<file path="config.mk">
export PLATFORM = sky130hd
export DESIGN_NAME = size_class_block_allocator_unit
export DESIGN_NICKNAME = d
export VERILOG_FILES = /design/src/rtl/scba_pkg.sv /design/src/rtl/size_class_block_allocator_unit.sv
export SDC_FILE = /design/constraint.sdc
export NUM_CORES = 1
export LEC_CHECK = 0
export BUFFER_PORTS_ARGS = -buffer_cell sky130_fd_sc_hd__buf_2
export CAP_MARGIN = 0
export CORE_MARGIN = 10
export CORE_UTILIZATION = 55
export DETAILED_ROUTE_END_ITERATION = 8
export GPL_TIMING_DRIVEN = 0
export HOLD_SLACK_MARGIN = 0.06
export PLACE_DENSITY = 0.74
export SLEW_MARGIN = 20
export SYNTH_ARGS = -nofsm -noshare
export SYNTH_HDL_FRONTEND = slang
export SYNTH_SLANG_ARGS = --single-unit
export TNS_END_PERCENT = 5
</file>
<file path="constraint.sdc">
create_clock -name clk -period 7.1 [get_ports clk]
set_input_delay 1.42 -clock clk [delete_from_list [all_inputs] [get_ports clk]]
set_output_delay 1.42 -clock clk [all_outputs]
set_load 0.02 [all_outputs]
</file>
<file path="src/rtl/scba_pkg.sv">
// ----------------------------------------------------------------------------
// scba_pkg: size-class block allocator definitions
// Pool geometry, operation and status codes, and the item types of both
// channels.
// ----------------------------------------------------------------------------
package scba_pkg;

  localparam int unsigned POOL_COUNT         = 3;
  localparam int unsigned SMALL_POOL_BLOCKS  = 8;
  localparam int unsigned MEDIUM_POOL_BLOCKS = 8;
  localparam int unsigned LARGE_POOL_BLOCKS  = 4;
  localparam int unsigned HEADER_BYTES       = 8;

  localparam int unsigned ADDR_W = 32;
  localparam int unsigned SIZE_W = 16;

  // blocks in pool k
  function automatic int unsigned pool_blocks(input int unsigned k);
    case (k)
      0:       return SMALL_POOL_BLOCKS;
      1:       return MEDIUM_POOL_BLOCKS;
      default: return LARGE_POOL_BLOCKS;
    endcase
  endfunction

  // log2 of the block size of pool k (16, 32, 64 bytes)
  function automatic int unsigned blk_shift(input int unsigned k);
    case (k)
      0:       return 4;
      1:       return 5;
      default: return 6;
    endcase
  endfunction

  function automatic int unsigned blk_bytes(input int unsigned k);
    return 32'd1 << blk_shift(k);
  endfunction

  // byte offset of pool k's first block from the area base
  function automatic int unsigned pool_offset(input int unsigned k);
    int unsigned off;
    off = 0;
    for (int unsigned j = 0; j < k; j++) begin
      off += pool_blocks(j) * blk_bytes(j);
    end
    return off;
  endfunction

  function automatic int unsigned max_blocks();
    int unsigned m;
    m = 0;
    for (int unsigned j = 0; j < POOL_COUNT; j++) begin
      if (pool_blocks(j) > m) begin
        m = pool_blocks(j);
      end
    end
    return m;
  endfunction

  localparam int unsigned MAX_BLOCKS = max_blocks();
  localparam int unsigned IDX_W      = (MAX_BLOCKS > 1) ? $clog2(MAX_BLOCKS) : 1;
  localparam int unsigned CNT_W      = $clog2(MAX_BLOCKS + 1);

  typedef enum logic {
    FUNC_ALLOC = 1'b0,
    FUNC_FREE  = 1'b1
  } func_t;

  typedef enum logic [1:0] {
    STATUS_OK       = 2'd0,
    STATUS_EMPTY    = 2'd1,
    STATUS_NO_FIT   = 2'd2,
    STATUS_BAD_FREE = 2'd3
  } status_t;

  typedef struct packed {
    func_t                    func;
    logic signed [SIZE_W-1:0] req_size;
    logic [ADDR_W-1:0]        block_address;
  } in_item_t;

  typedef struct packed {
    logic [ADDR_W-1:0] result_address;
    status_t           status;
  } out_item_t;

endpackage

</file>
<file path="src/rtl/size_class_block_allocator_unit.sv">
// ----------------------------------------------------------------------------
// size_class_block_allocator_unit: fixed-size block pool allocator
// Three pools of 16-, 32- and 64-byte blocks with LIFO free stacks.
// ----------------------------------------------------------------------------
// Each item is an allocate or a free request and produces exactly one result
// item. An accepted item sits in an input register, the pool lookup, stack
// pop/push and address math happen in a single combinational pass, and the
// result lands in the output register at the edge on which the item
// advances: out_valid rises at that edge, so each result passes the input
// register and then the output register before its handshake, and one
// item per cycle is sustained as long as the result side does not stall. The
// free stacks, counts and in-use bits are flip-flops, so a pop or push of one
// pool completes in the same edge that registers the result; the next item
// sees the updated state. Allocate picks the first pool whose block minus the
// 8-byte header holds req_size and never falls back to a larger pool when that
// one is empty. Free decodes the pool from the offset to area_base and rejects
// misaligned, out-of-range or already-free addresses without touching state.
// area_base is written through cfg_wr_en/cfg_wr_data and should only change
// while no item is in flight.
// ----------------------------------------------------------------------------
module size_class_block_allocator_unit
  import scba_pkg::*;
(
  input  logic                clk,
  input  logic                rst,
  input  logic                in_valid,
  output logic                in_stall,
  input  in_item_t            in_data,
  output logic                out_valid,
  input  logic                out_stall,
  output out_item_t           out_data,
  input  logic                cfg_wr_en,
  input  logic [ADDR_W-1:0]   cfg_wr_data
);

  // Configuration
  logic [ADDR_W-1:0] area_base;

  // Input register
  logic     in_q_valid;
  in_item_t in_q;

  // Pool state
  logic [IDX_W-1:0]      stack  [POOL_COUNT][MAX_BLOCKS];
  logic [CNT_W-1:0]      count  [POOL_COUNT];
  logic [MAX_BLOCKS-1:0] in_use [POOL_COUNT];

  // Datapath
  logic                  adv;
  logic [ADDR_W-1:0]     free_off;
  logic [POOL_COUNT-1:0] fits;
  logic [POOL_COUNT-1:0] alloc_sel;
  logic [POOL_COUNT-1:0] do_pop;
  logic [POOL_COUNT-1:0] do_push;
  logic [POOL_COUNT-1:0] count_ok;
  logic [IDX_W-1:0]      top_idx  [POOL_COUNT];
  logic [IDX_W-1:0]      rel_idx  [POOL_COUNT];
  logic [ADDR_W-1:0]     alloc_addr [POOL_COUNT];
  out_item_t             result;

  // Item moves from the input register to the output register when the
  // output is empty or being drained this cycle.
  assign adv      = in_q_valid && (!out_valid || !out_stall);
  assign in_stall = in_q_valid && !adv;

  assign free_off = in_q.block_address - ADDR_W'(HEADER_BYTES) - area_base;

  always_comb begin
    logic                  taken;
    logic [CNT_W-1:0]      cnt_dec;
    logic [ADDR_W-1:0]     rel;
    logic                  in_range;
    logic                  aligned;
    logic [POOL_COUNT-1:0] free_ok;
    taken    = 1'b0;
    cnt_dec  = '0;
    rel      = '0;
    in_range = 1'b0;
    aligned  = 1'b0;
    free_ok  = '0;
    for (int unsigned k = 0; k < POOL_COUNT; k++) begin
      // allocate: size fit, negative sizes never fit
      fits[k] = !in_q.req_size[SIZE_W-1] &&
                ($unsigned(in_q.req_size) <= SIZE_W'(blk_bytes(k) - HEADER_BYTES));
      alloc_sel[k] = fits[k] && !taken;
      taken        = taken | fits[k];

      cnt_dec       = count[k] - CNT_W'(1);
      top_idx[k]    = stack[k][cnt_dec[IDX_W-1:0]];
      alloc_addr[k] = area_base + ADDR_W'(pool_offset(k)) +
                      (ADDR_W'(top_idx[k]) << blk_shift(k)) + ADDR_W'(HEADER_BYTES);

      // free: range and alignment decode
      rel        = free_off - ADDR_W'(pool_offset(k));
      in_range   = (free_off >= ADDR_W'(pool_offset(k))) &&
                   (rel < ADDR_W'(pool_blocks(k) * blk_bytes(k)));
      aligned    = (rel & ADDR_W'(blk_bytes(k) - 1)) == '0;
      rel_idx[k] = IDX_W'(rel >> blk_shift(k));
      free_ok[k] = in_range && aligned && in_use[k][rel_idx[k]] &&
                   (count[k] < CNT_W'(pool_blocks(k)));

      do_pop[k]   = (in_q.func == FUNC_ALLOC) && alloc_sel[k] && (count[k] != '0);
      do_push[k]  = (in_q.func == FUNC_FREE) && free_ok[k];
      count_ok[k] = count[k] <= CNT_W'(pool_blocks(k));
    end

    result.result_address = '0;
    if (in_q.func == FUNC_ALLOC) begin
      result.status = STATUS_NO_FIT;
      for (int unsigned k = 0; k < POOL_COUNT; k++) begin
        if (alloc_sel[k]) begin
          if (count[k] == '0) begin
            result.status = STATUS_EMPTY;
          end else begin
            result.status         = STATUS_OK;
            result.result_address = alloc_addr[k];
          end
        end
      end
    end else begin
      result.status = (|free_ok) ? STATUS_OK : STATUS_BAD_FREE;
    end
  end

  // Configuration register
  always_ff @(posedge clk) begin
    if (rst) begin
      area_base <= '0;
    end else if (cfg_wr_en) begin
      area_base <= cfg_wr_data;
    end
  end

  // Input register
  always_ff @(posedge clk) begin
    if (rst) begin
      in_q_valid <= 1'b0;
    end else if (in_valid && !in_stall) begin
      in_q_valid <= 1'b1;
    end else if (adv) begin
      in_q_valid <= 1'b0;
    end
  end

  always_ff @(posedge clk) begin
    if (in_valid && !in_stall) begin
      in_q <= in_data;
    end
  end

  // Free stacks, counts and in-use bits; reset puts index 0 on top.
  always_ff @(posedge clk) begin
    if (rst) begin
      for (int unsigned k = 0; k < POOL_COUNT; k++) begin
        count[k]  <= CNT_W'(pool_blocks(k));
        in_use[k] <= '0;
        for (int unsigned i = 0; i < MAX_BLOCKS; i++) begin
          if (i < pool_blocks(k)) begin
            stack[k][i] <= IDX_W'(pool_blocks(k) - 1 - i);
          end else begin
            stack[k][i] <= '0;
          end
        end
      end
    end else if (adv) begin
      for (int unsigned k = 0; k < POOL_COUNT; k++) begin
        if (do_pop[k]) begin
          count[k]                 <= count[k] - CNT_W'(1);
          in_use[k][top_idx[k]]    <= 1'b1;
        end else if (do_push[k]) begin
          stack[k][count[k][IDX_W-1:0]] <= rel_idx[k];
          count[k]                      <= count[k] + CNT_W'(1);
          in_use[k][rel_idx[k]]         <= 1'b0;
        end
      end
    end
  end

  // Output register
  always_ff @(posedge clk) begin
    if (rst) begin
      out_valid <= 1'b0;
    end else if (adv) begin
      out_valid <= 1'b1;
    end else if (!out_stall) begin
      out_valid <= 1'b0;
    end
  end

  always_ff @(posedge clk) begin
    if (adv) begin
      out_data <= result;
    end
  end

  // ---------------------------------------------------------------------------
  // Assertions
  // ---------------------------------------------------------------------------

  // free counts never run past the pool size
  a_count_bound: assert property (@(posedge clk) disable iff (rst)
    &count_ok)
    else $error("free count exceeds pool size");

  // only a successful allocate returns a nonzero address
  a_addr_zero: assert property (@(posedge clk) disable iff (rst)
    out_valid && (out_data.status != STATUS_OK || $past(in_q.func) == FUNC_FREE)
      && $past(adv) |-> out_data.result_address == '0)
    else $error("nonzero address on failed allocate or free");

  // input side only backs up behind a stalled full output register
  a_stall_cause: assert property (@(posedge clk) disable iff (rst)
    in_stall |-> out_valid && out_stall)
    else $error("input stalled without output backpressure");

endmodule
</file>
==> flow_summary.ini, run 1 <==
[pwr]
power.share.combinational_pct = 26.9
pwr_density_cell_nw_per_um2 = 223
switching_share_pct = 32.3
clock_power_share_pct = 33.0
sequentialPowerShare_pct = 40.0
netSwitchingPower_uw = 1200
vdd_drop_max_mv = 0.209
power_leakage_uw = 0.00652
p_int_uw = 2530

[drt]
route.vias.total = 12800
detail_route.wirelength_mm = 42.5
drt_drc_violations_left = 0
detailed_routing_iteration_count_for_the_pre_antenna_repair_pass = 5
detail_route.vias_per_cell = 6.17
post_drt_wl_per_cell_um = 20.4
postRouteAntennaNets = 0
first_iter_violations = 1215

[floorplanning]
core_area_um2 = 26700
num_rows = 60
die_h_um = 184
initial_utilization_pct = 55.4
total_die_area_um2 = 33900
floorplan.io_pins = 122
chipWidth_um = 184

[critical_path]
timing.reg2reg.worst_path_depth = 18
critical-path-top-cell-by-count = sky130_fd_sc_hd__ha_1
setup.worst_path.end_class = flop
critPathRequiredTime_ns = 7.29
setup.reg_to_reg.worst_slack_ns = 0.35
worst_path_cell_chain = ha_1, ha_1, fa_1, a21o_1, a221o_1, buf_2, xnor2_2, clkbuf_2, ha_1, clkbuf_1, nand2_1, a31oi_1, nand4b_1, a2111oi_0, nand4b_1, nor4_4, nand2_1, o21ai_0
critical-path-max-stage-delay_ns = 0.65
worst_setup_path_startpoint = in_q[1]
regToRegEndpoint = stack[0][47]
critical_path_arrival_ns = 6.93
timing_worst_setup_path_type = flop to flop
crit_path_buffers_inverters = 3
path_max_fanout = 12
slowest_stage = sky130_fd_sc_hd__a2111oi_0
path_delay_family = compound AO/OA/AOI/OAI gates
crit-reg2reg-launch = in_q[1]
worstSetupStartpointType = flop

[min_path]
hold-path-endpoint = out_valid
timing.hold.worst.start = in_q_valid
hold_path.class = flop to flop
holdPathStages = 2

[sta]
worst_clock_skew_ns = 0.0331
timing.final.max_slew_violations = 0
final.setup.worst_slack_ns = 0.355
final_hold_viol_count = 0
finalSetupTns_ns = 0
layout_worst_path_cycle_share_pct = 95.0
timing.fmax_mhz = 148
period_minus_slack_ns = 6.75
whs_ns = 0.496
worst_slew_pin_slew_ns = 1.12
grt_setup_unrepaired = no
finalSetupViolCount = 0
worst_slew_margin_rel_pct = 24.7

[clock_tree]
cts_buffers = 24
clk_pin_slew_ns = 0.06
root_buffer = sky130_fd_sc_hd__clkbuf_16
tritoncts_clock_tree = built
post-cts-setup-buffers = 0
htreeDepth = 1
cts_max_path_buffers = 3
clock_latency_ns = 0.55
clock-sinks = 221

[final_layout]
instances_no_fill = 2080
fillerInstances = 2291
final_layout_size_suffix_gt1_share_pct = 12.7
multi_input_comb_area_um2 = 7740
final-seq-area_um2 = 6260
finish.instance_area_um2 = 16700
final_stage_net_count = 1899
area.growth.synth_to_final_pct = 13.0

[synthesis]
synth.ff_latch_count = 221
synth.avg_cell_area_um2 = 9.46
synth_enable_flop_cells = 183
synth_ff_type = sky130_fd_sc_hd__edfxtp_1
synthArstFlopShare_pct = 0
syn-cell-area_um2 = 14800
synth.lib_cells_used.distinct = 83
cells_after_synth = 1566
sequential_share_of_the_synthesized_area_pct = 42.2
yosys_warnings = 0

[placement]
pre_cts_slack_ns = 0.0422
buffer_ports.inserted = 119
placement.cell_area_um2 = 15900
place_congestion = 0.987
dp.cells = 2035
dp_hpwl_mm = 33.0

[run_status]
outcome = complete, no violations

[global_route]
first_global_vias = 12200
wire_length_of_the_first_global_routing_pass_mm = 66.4
gr-total-overflow = 0
gr-usage-all-layers_pct = 24.6
antenna_found_initial = 1
pin_count_of_the_biggest_net_entering_global_routing = 36

[run]
max-cap-violations = 0
==> tightest hold or removal path: stages (launching register included) <==
cell and delay (ns):
sky130_fd_sc_hd__dfxtp_1 0.35, sky130_fd_sc_hd__a21oi_1 0.05, sky130_fd_sc_hd__nor2_1 0.07
==> worst max-delay path by stage <==
stage                               to  slack [ns]  cells past startpoint
final                     stack[0][47]        0.35                     18
after global routing      stack[0][41]        0.02                     19
after CTS                 stack[0][45]        0.03                     18
after detailed placement  stack[0][45]        0.04                     18
after global placement    stack[0][29]       0.007                     19
after floorplan           stack[0][63]        1.62                     19
==> per-stage QoR <==
step / total power, uW / utilization, %
5_1_grt: 3890 / 62.6
3_3_place_gp: 2480 / 59.3
2_1_floorplan: 2220 / -
4_1_cts: 3720 / 62.5
3_5_place_dp: 2500 / 59.6
6_report: 3730 / 62.6
==> state kept, by name, summed over array words and instances (netlist names) <==
signal      cells
out_valid       1
in_q_valid      1
in_use         20
out_data       34
stack          72
area_base      32
in_q           49
count          12
==> routing by layer <==
layer | vias to the layer above | track usage [%] | share of wire (%)
met1 | 6104 | 30.5 | 41
met3 | 79 | 3.41 | 7.0
li1 | 6068 | - | -
met5 | - | 0 | 0
met2 | 573 | 43.3 | 49
met4 | 0 | 7.74 | 3.2
==> layout by cell type, fill, tap and decap left out, types with 38 or more instances in the layout <==
| cell | count |
|---|---|
| sky130_fd_sc_hd__o21ai_0 | 70 |
| sky130_fd_sc_hd__nor2_1 | 155 |
| sky130_fd_sc_hd__nand3_1 | 42 |
| sky130_fd_sc_hd__edfxtp_1 | 183 |
| sky130_fd_sc_hd__buf_2 | 124 |
| sky130_fd_sc_hd__nand2_1 | 123 |
| sky130_fd_sc_hd__a21oi_1 | 102 |
| sky130_fd_sc_hd__clkbuf_1 | 87 |
| sky130_fd_sc_hd__nor3_1 | 59 |
| sky130_fd_sc_hd__dfxtp_1 | 38 |
| sky130_fd_sc_hd__inv_1 | 132 |
| sky130_fd_sc_hd__mux2i_1 | 44 |
| sky130_fd_sc_hd__ha_1 | 91 |
==> power by group through the flow <==
stage | clock (uW) | combinational (uW) | sequential, uW
after CTS | 1240 | 983 | 1490
final | 1230 | 1010 | 1500
after floorplan | 0 | 701 | 1520
after global placement | 0 | 957 | 1520
after global routing | 1290 | 1100 | 1500
after detailed placement | 0 | 974 | 1520
==> logic make-up (layout without fill, tap and decap cells) <==
family	Yosys count	count (layout)	share of synthesized area (%)
compound gates	354	354	15.7
xor+xnor	51	51	3.02
fa+ha+maj	93	93	7.96
buf+inv	228	393	5.85
flops	221	221	42.2
mux	74	74	7.00
other cells	1	9	0.0253
simple gates	544	544	18.2
==> repair_timing <==
item,in CTS,in global routing
resized for setup,0,3
endpoints found under the setup margin,0,75
hold buffers,0,0
endpoints found under the hold margin,0,0
==> cell type report <==
| cell class | count | share of cell area [%] |
|---|---|---|
| Multi-Input combinational cell | 1124 | 46.3 |
| Tap cell | 341 | 2.55 |
| Clock buffer | 38 | 4.20 |
| Buffer | 95 | 2.21 |
| Timing Repair Buffer | 121 | 3.89 |
| Clock inverter | 6 | 0.494 |
| Antenna cell | 1 | 0.0150 |
| Inverter | 133 | 2.98 |
| Sequential cell | 221 | 37.4 |
==> Yosys cell counts (19+ instances only) <==
| master | number | area share (%) |
|---|---|---|
| sky130_fd_sc_hd__o21ai_0 | 70 | 2.4 |
| sky130_fd_sc_hd__dfxtp_1 | 38 | 5.1 |
| sky130_fd_sc_hd__a21oi_1 | 102 | 3.4 |
| sky130_fd_sc_hd__nor4_1 | 19 | 0.80 |
| sky130_fd_sc_hd__mux4_2 | 23 | 3.5 |
| sky130_fd_sc_hd__nand3_1 | 42 | 1.4 |
| sky130_fd_sc_hd__a21o_1 | 19 | 0.96 |
| sky130_fd_sc_hd__xnor2_1 | 30 | 1.8 |
| sky130_fd_sc_hd__inv_1 | 133 | 3.4 |
| sky130_fd_sc_hd__ha_1 | 91 | 7.7 |
| sky130_fd_sc_hd__a31oi_1 | 24 | 1.0 |
| sky130_fd_sc_hd__edfxtp_1 | 183 | 37 |
| sky130_fd_sc_hd__xor2_1 | 21 | 1.2 |
| sky130_fd_sc_hd__nand4_1 | 23 | 0.97 |
| sky130_fd_sc_hd__clkbuf_1 | 79 | 2.0 |
| sky130_fd_sc_hd__nor2_1 | 155 | 3.9 |
| sky130_fd_sc_hd__nor3_1 | 59 | 2.0 |
| sky130_fd_sc_hd__nand2_1 | 123 | 3.1 |
| sky130_fd_sc_hd__mux2i_1 | 44 | 3.0 |
No activity file was read; power rests on OpenSTA's default activity.
==> run 2, diff against run 1 <==
- ABC_AREA: unset -> 1
==> run 2 against run 1 <==
Net effect: via count rose by 35%; cell count is 47% higher; synthesized cell count up 59%; clock power rose by 3%; final area rose by 14%.
==> flow_summary.ini, run 2 <==
[sta]
period_minus_slack_ns = 6.20
finalSetupViolCount = 0
worst_slew_margin_rel_pct = 36.0
grt_setup_unrepaired = no
finalSetupTns_ns = 0
worst_clock_skew_ns = 0.0207
timing.fmax_mhz = 161
final_hold_viol_count = 0
timing.final.max_slew_violations = 0
layout_worst_path_cycle_share_pct = 87.4
whs_ns = 0.506
worst_slew_pin_slew_ns = 0.949

[synthesis]
yosys_warnings = 0
synth.lib_cells_used.distinct = 55
synthArstFlopShare_pct = 0
synth.ff_latch_count = 225
ys_top_cells_by_count = sky130_fd_sc_hd__nand2_1 (661), sky130_fd_sc_hd__inv_1 (423), sky130_fd_sc_hd__nor2_1 (351)
syn-cell-area_um2 = 17200
synth_ff_type = sky130_fd_sc_hd__edfxtp_1
synth.avg_cell_area_um2 = 6.88
cells_after_synth = 2493
synth_top_cell_area_share_pct = 32.0
synth_enable_flop_cells = 183
top_count_cell_post_synth = sky130_fd_sc_hd__nand2_1
sequential_share_of_the_synthesized_area_pct = 36.9
netlist.top_cell.by_area = sky130_fd_sc_hd__edfxtp_1
yosys-top-cells-area = sky130_fd_sc_hd__edfxtp_1 (32%), sky130_fd_sc_hd__nand2_1 (14%), sky130_fd_sc_hd__inv_1 (9.3%)

[final_layout]
final_layout_size_suffix_gt1_share_pct = 8.32
postLayoutCoreUtil_pct = 62.3
final_common_cell = sky130_fd_sc_hd__nand2_1
largest_register_ffs = 72
top_register = stack
finish.instance_area_um2 = 19100
final_cell_mix = sky130_fd_sc_hd__nand2_1 (661), sky130_fd_sc_hd__inv_1 (421), sky130_fd_sc_hd__nor2_1 (351), sky130_fd_sc_hd__edfxtp_1 (183), sky130_fd_sc_hd__nand3_1 (169)
reg_top3 = stack x72, in_q x49, out_data x34
area.growth.synth_to_final_pct = 11.3
num_antenna_cells = 0
final_stage_net_count = 2829

[critical_path]
critical-path-max-stage-delay_ns = 0.51
critPathRequiredTime_ns = 7.49
timing_worst_setup_path_type = flop to flop
slowest_stage = sky130_fd_sc_hd__edfxtp_1
critical-path-top-cell-by-count = sky130_fd_sc_hd__inv_1
setup.worst_path.end_class = flop
critical_path_arrival_ns = 6.60
worstSetupStartpointType = flop
path_max_fanout = 10

[drt]
first_iter_violations = 1757
route.vias.total = 17300
detailed_routing_iteration_count_for_the_pre_antenna_repair_pass = 6
detail_route.vias_per_cell = 5.65
postRouteAntennaNets = 0
detail_route.wirelength_mm = 55.2
drt_drc_violations_left = 0
post_drt_wl_per_cell_um = 18.0

[global_route]
wire_length_of_the_first_global_routing_pass_mm = 87.3
gr-total-overflow = 0
first_global_vias = 16500
pin_count_of_the_biggest_net_entering_global_routing = 35
antenna_found_initial = 0
gr-usage-all-layers_pct = 27.9

[placement]
dp_hpwl_mm = 43.9
placement.cell_area_um2 = 18300
place_congestion = 0.989
buffer_ports.inserted = 120

[clock_tree]
post_cts_hold_buffer_count = 0
post-cts-setup-buffers = 0
clock-sinks = 225
htreeDepth = 1
cts_max_path_buffers = 3
root_buffer = sky130_fd_sc_hd__clkbuf_16
clock_latency_ns = 0.54
post_cts.resized_instances = 0
tritoncts_clock_tree = built
cts_buffers = 25
clk_pin_slew_ns = 0.06

[pwr]
vdd_drop_max_mv = 0.206
pwr_density_cell_nw_per_um2 = 216
power_leakage_uw = 0.00873

[run_status]
outcome = complete, no violations

[floorplanning]
core_area_um2 = 30700
initial_utilization_pct = 55.9
chipWidth_um = 197
die_h_um = 197
total_die_area_um2 = 38700
floorplan.io_pins = 122
num_rows = 64

[run]
max-cap-violations = 0

[min_path]
hold_path.class = flop to flop
run 2: cell count changes in the layout (fill, tap and decap cells not counted), sizes merged, moves of 15 or more:
cell,change
nand2,+553
inv,+301
nor2,+217
nand3,+132
o21ai,+65
mux2i,-44
nor3,-28
clkbuf,-27
mux4,-23
a31oi,-21
a21o,-18
a21oi,-18
or3,-17
xnor2,-15
run 2: path summary, 6_finish.rpt:
path	start	endpoint	slack, ns	cells after the start
max	count[1][0]	out_data[31]	0.90	30
min	in_use[2][1]	in_use[2][1]	0.51	2
max reg2reg	count[1][0]	out_data[31]	0.90	30
min reg2reg	in_use[2][1]	in_use[2][1]	0.51	2
run 2: final cells by class:
cell class / instances / area [um^2]
Clock inverter: 8 / 82.6
Tap cell: 396 / 495
Timing Repair Buffer: 121 / 621
Inverter: 436 / 1640
Buffer: 59 / 238
Multi-Input combinational cell: 1780 / 8980
Sequential cell: 225 / 6340
Fill cell: 2912 / 11600
Clock buffer: 38 / 714
run 2: worst max-delay path: cells and delay by family, from the launching register on:
| kind | cells | cell delay, ns |
|---|---|---|
| buf+inv | 13 | 1.92 |
| simple gates | 9 | 1.51 |
| compound gates | 5 | 1.07 |
| fa+ha+maj | 3 | 1.06 |
| flops | 1 | 0.51 |
run 2: kinds of logic (layout without fill, tap and decap cells):
kind of cell / Yosys count / in the layout / share of synthesized area (%)
flops: 225 / 225 / 36.9
buf+inv: 495 / 662 / 10.9
compound gates: 321 / 321 / 10.9
xor+xnor: 35 / 35 / 1.79
fa+ha+maj: 95 / 95 / 7.02
simple gates: 1321 / 1321 / 32.4
other cells: 1 / 8 / 0.0219
run 2: routing by layer:
metal	GRT usage [%]	part of all wire, %	wire length (um)
met4	9.40	3.2	1770
met3	3.97	8.8	4850
met2	45.3	45	24900
met5	0	0	0
met1	37.6	43	23700
run 2: where the power goes:
part	switching, uW	internal, uW	total [uW]	leakage [uW]
registers	46.8	1480	1530	0.00204
logic	953	373	1330	0.00630
clock network	539	734	1270	0.000387
run 2: stage by stage:
stage	power, uW	instances	worst slack (ns)
floorplan	2460	2500	2.72
global placement	2840	3016	1.17
detailed placement	2850	3017	1.16
CTS	4110	3063	1.10
global route	4360	3063	0.531
finish	4130	3063	0.895
==> run 3, diff against run 2 <==
- clock period: 7.1 -> 6.4 ns (I/O delays scaled with it)
==> run 3 against run 2 <==
Net effect: hold slack about the same; clock skew up 0.00091 ns; final area about the same; flip-flop and latch count did not move; combinational power grew 11%; register-to-register slack lost 0.51 ns; sequential power increased by 11%; critical endpoint unchanged.
==> flow_summary.ini, run 3 (synthesis results as in run 2) <==
[run_status]
outcome = complete, no violations

[clock_tree]
root_buffer = sky130_fd_sc_hd__clkbuf_16
clk_pin_slew_ns = 0.06
cts_buffers = 25
cts_max_path_buffers = 3
tritoncts_clock_tree = built
post-cts-setup-buffers = 0
clock-sinks = 225
htreeDepth = 1
clock_latency_ns = 0.54

[run]
max-cap-violations = 0

[global_route]
pin_count_of_the_biggest_net_entering_global_routing = 35
gr-total-overflow = 0
gr-usage-all-layers_pct = 27.9
antenna_found_initial = 0
first_global_vias = 16500
wire_length_of_the_first_global_routing_pass_mm = 87.3

[sta]
period_minus_slack_ns = 6.02
worst_clock_skew_ns = 0.0217
worst_slew_margin_rel_pct = 36.8
whs_ns = 0.506
grt_setup_unrepaired = no
worst_slew_pin_slew_ns = 0.938
finalSetupViolCount = 0
final_hold_viol_count = 0
layout_worst_path_cycle_share_pct = 94.0
timing.fmax_mhz = 166
finalSetupTns_ns = 0
timing.final.max_slew_violations = 0

[final_layout]
area.growth.synth_to_final_pct = 11.3
final_cell_mix = sky130_fd_sc_hd__nand2_1 (661), sky130_fd_sc_hd__inv_1 (421), sky130_fd_sc_hd__nor2_1 (351), sky130_fd_sc_hd__edfxtp_1 (183), sky130_fd_sc_hd__nand3_1 (169)
num_antenna_cells = 0
largest_register_ffs = 72
postLayoutCoreUtil_pct = 62.3
reg_top3 = stack x72, in_q x49, out_data x34
top_register = stack
final_stage_net_count = 2829
final_common_cell = sky130_fd_sc_hd__nand2_1
final_layout_size_suffix_gt1_share_pct = 8.36

[pwr]
sequentialPowerShare_pct = 37.1
switching_share_pct = 37.3
pwr_density_cell_nw_per_um2 = 240
netSwitchingPower_uw = 1710
p_int_uw = 2870
total_power_uw = 4580
vdd_drop_max_mv = 0.229
clock_power_share_pct = 30.8
power_leakage_uw = 0.00873
power.share.combinational_pct = 32.1

[floorplanning]
chipWidth_um = 197
num_rows = 64
initial_utilization_pct = 55.9
total_die_area_um2 = 38700
floorplan.io_pins = 122
die_h_um = 197
core_area_um2 = 30700

[min_path]
hold_path.class = flop to flop

[critical_path]
timing_worst_setup_path_type = flop to flop
path_delay_family = buffers and inverters
worstSetupStartpointType = flop
critical-path-top-cell-by-count = sky130_fd_sc_hd__inv_1
slowest_stage = sky130_fd_sc_hd__edfxtp_1
critPathRequiredTime_ns = 6.79
setup.worst_path.end_class = flop
critical-path-max-stage-delay_ns = 0.52
path_max_fanout = 10
critical_path_arrival_ns = 6.41
crit_path_buffers_inverters = 13

[drt]
detailed_route_wirelength_on_metal3_mm = 4.73
drt_drc_violations_left = 0
wirelength_met1_mm = 23.8
detailed_routing_iteration_count_for_the_pre_antenna_repair_pass = 6
detail_route.wirelength_mm = 55.2
wl_met2_mm = 24.9
top_signal_layer_used = met4
first_iter_violations = 1757
postRouteAntennaNets = 0
post_drt_wl_per_cell_um = 18.0
route.vias.total = 17300
detail_route.vias_per_cell = 5.65

[placement]
dp_hpwl_mm = 43.9
buffer_ports.inserted = 120
place_congestion = 0.989
-- run 3: tightest hold or removal path, stage by stage (launching register included) --
cell and delay (ns):
sky130_fd_sc_hd__dfxtp_1 0.33, sky130_fd_sc_hd__a32oi_1 0.06, sky130_fd_sc_hd__nor2_1 0.09
-- run 3: layer usage --
metal	vias to the layer above	GRT usage, %
met2	789	45.3
met1	8000	37.6
li1	8393	-
met4	0	9.40
met3	118	3.97
met5	-	0
-- run 3: worst paths after layout --
check / from / endpoint / slack (ns) / depth (start not counted)
max: count[1][0] / out_data[31] / 0.38 / 30
min: in_use[2][1] / in_use[2][1] / 0.51 / 2
max reg2reg: count[1][0] / out_data[31] / 0.38 / 30
min reg2reg: in_use[2][1] / in_use[2][1] / 0.51 / 2
-- run 3: cell type report --
type / instances / area [um^2]
multi-input cells: 1780 / 8980
inverters: 436 / 1640
repair buffers: 121 / 621
clock buffers: 38 / 714
clock inverters: 8 / 82.6
well taps: 396 / 495
fillers: 2912 / 11600
plain buffers: 59 / 239
flip-flops and latches: 225 / 6340
-- run 3: power by group through the flow --
| stage | Clock [uW] | Combinational [uW] | Sequential (uW) |
|---|---|---|---|
| floorplan | 0 | 1010 | 1720 |
| CTS | 1420 | 1450 | 1700 |
| global placement | 0 | 1420 | 1730 |
| detailed placement | 0 | 1440 | 1730 |
| global route | 1480 | 1650 | 1700 |
| finish | 1410 | 1470 | 1700 |
-- run 3: repair_timing --
action / CTS / global route
endpoints found under the setup margin: 0 / 4
resized for setup: 0 / 1
hold buffers: 0 / 0
-- run 3: stage by stage --
step / instance area, um^2 / setup WS (ns) / instances
floorplan: 17200 / 2.02 / 2500
global placement: 18300 / 0.465 / 3016
detailed placement: 18300 / 0.455 / 3017
CTS: 19100 / 0.404 / 3063
global route: 19100 / 0.0645 / 3063
finish: 19100 / 0.382 / 3063
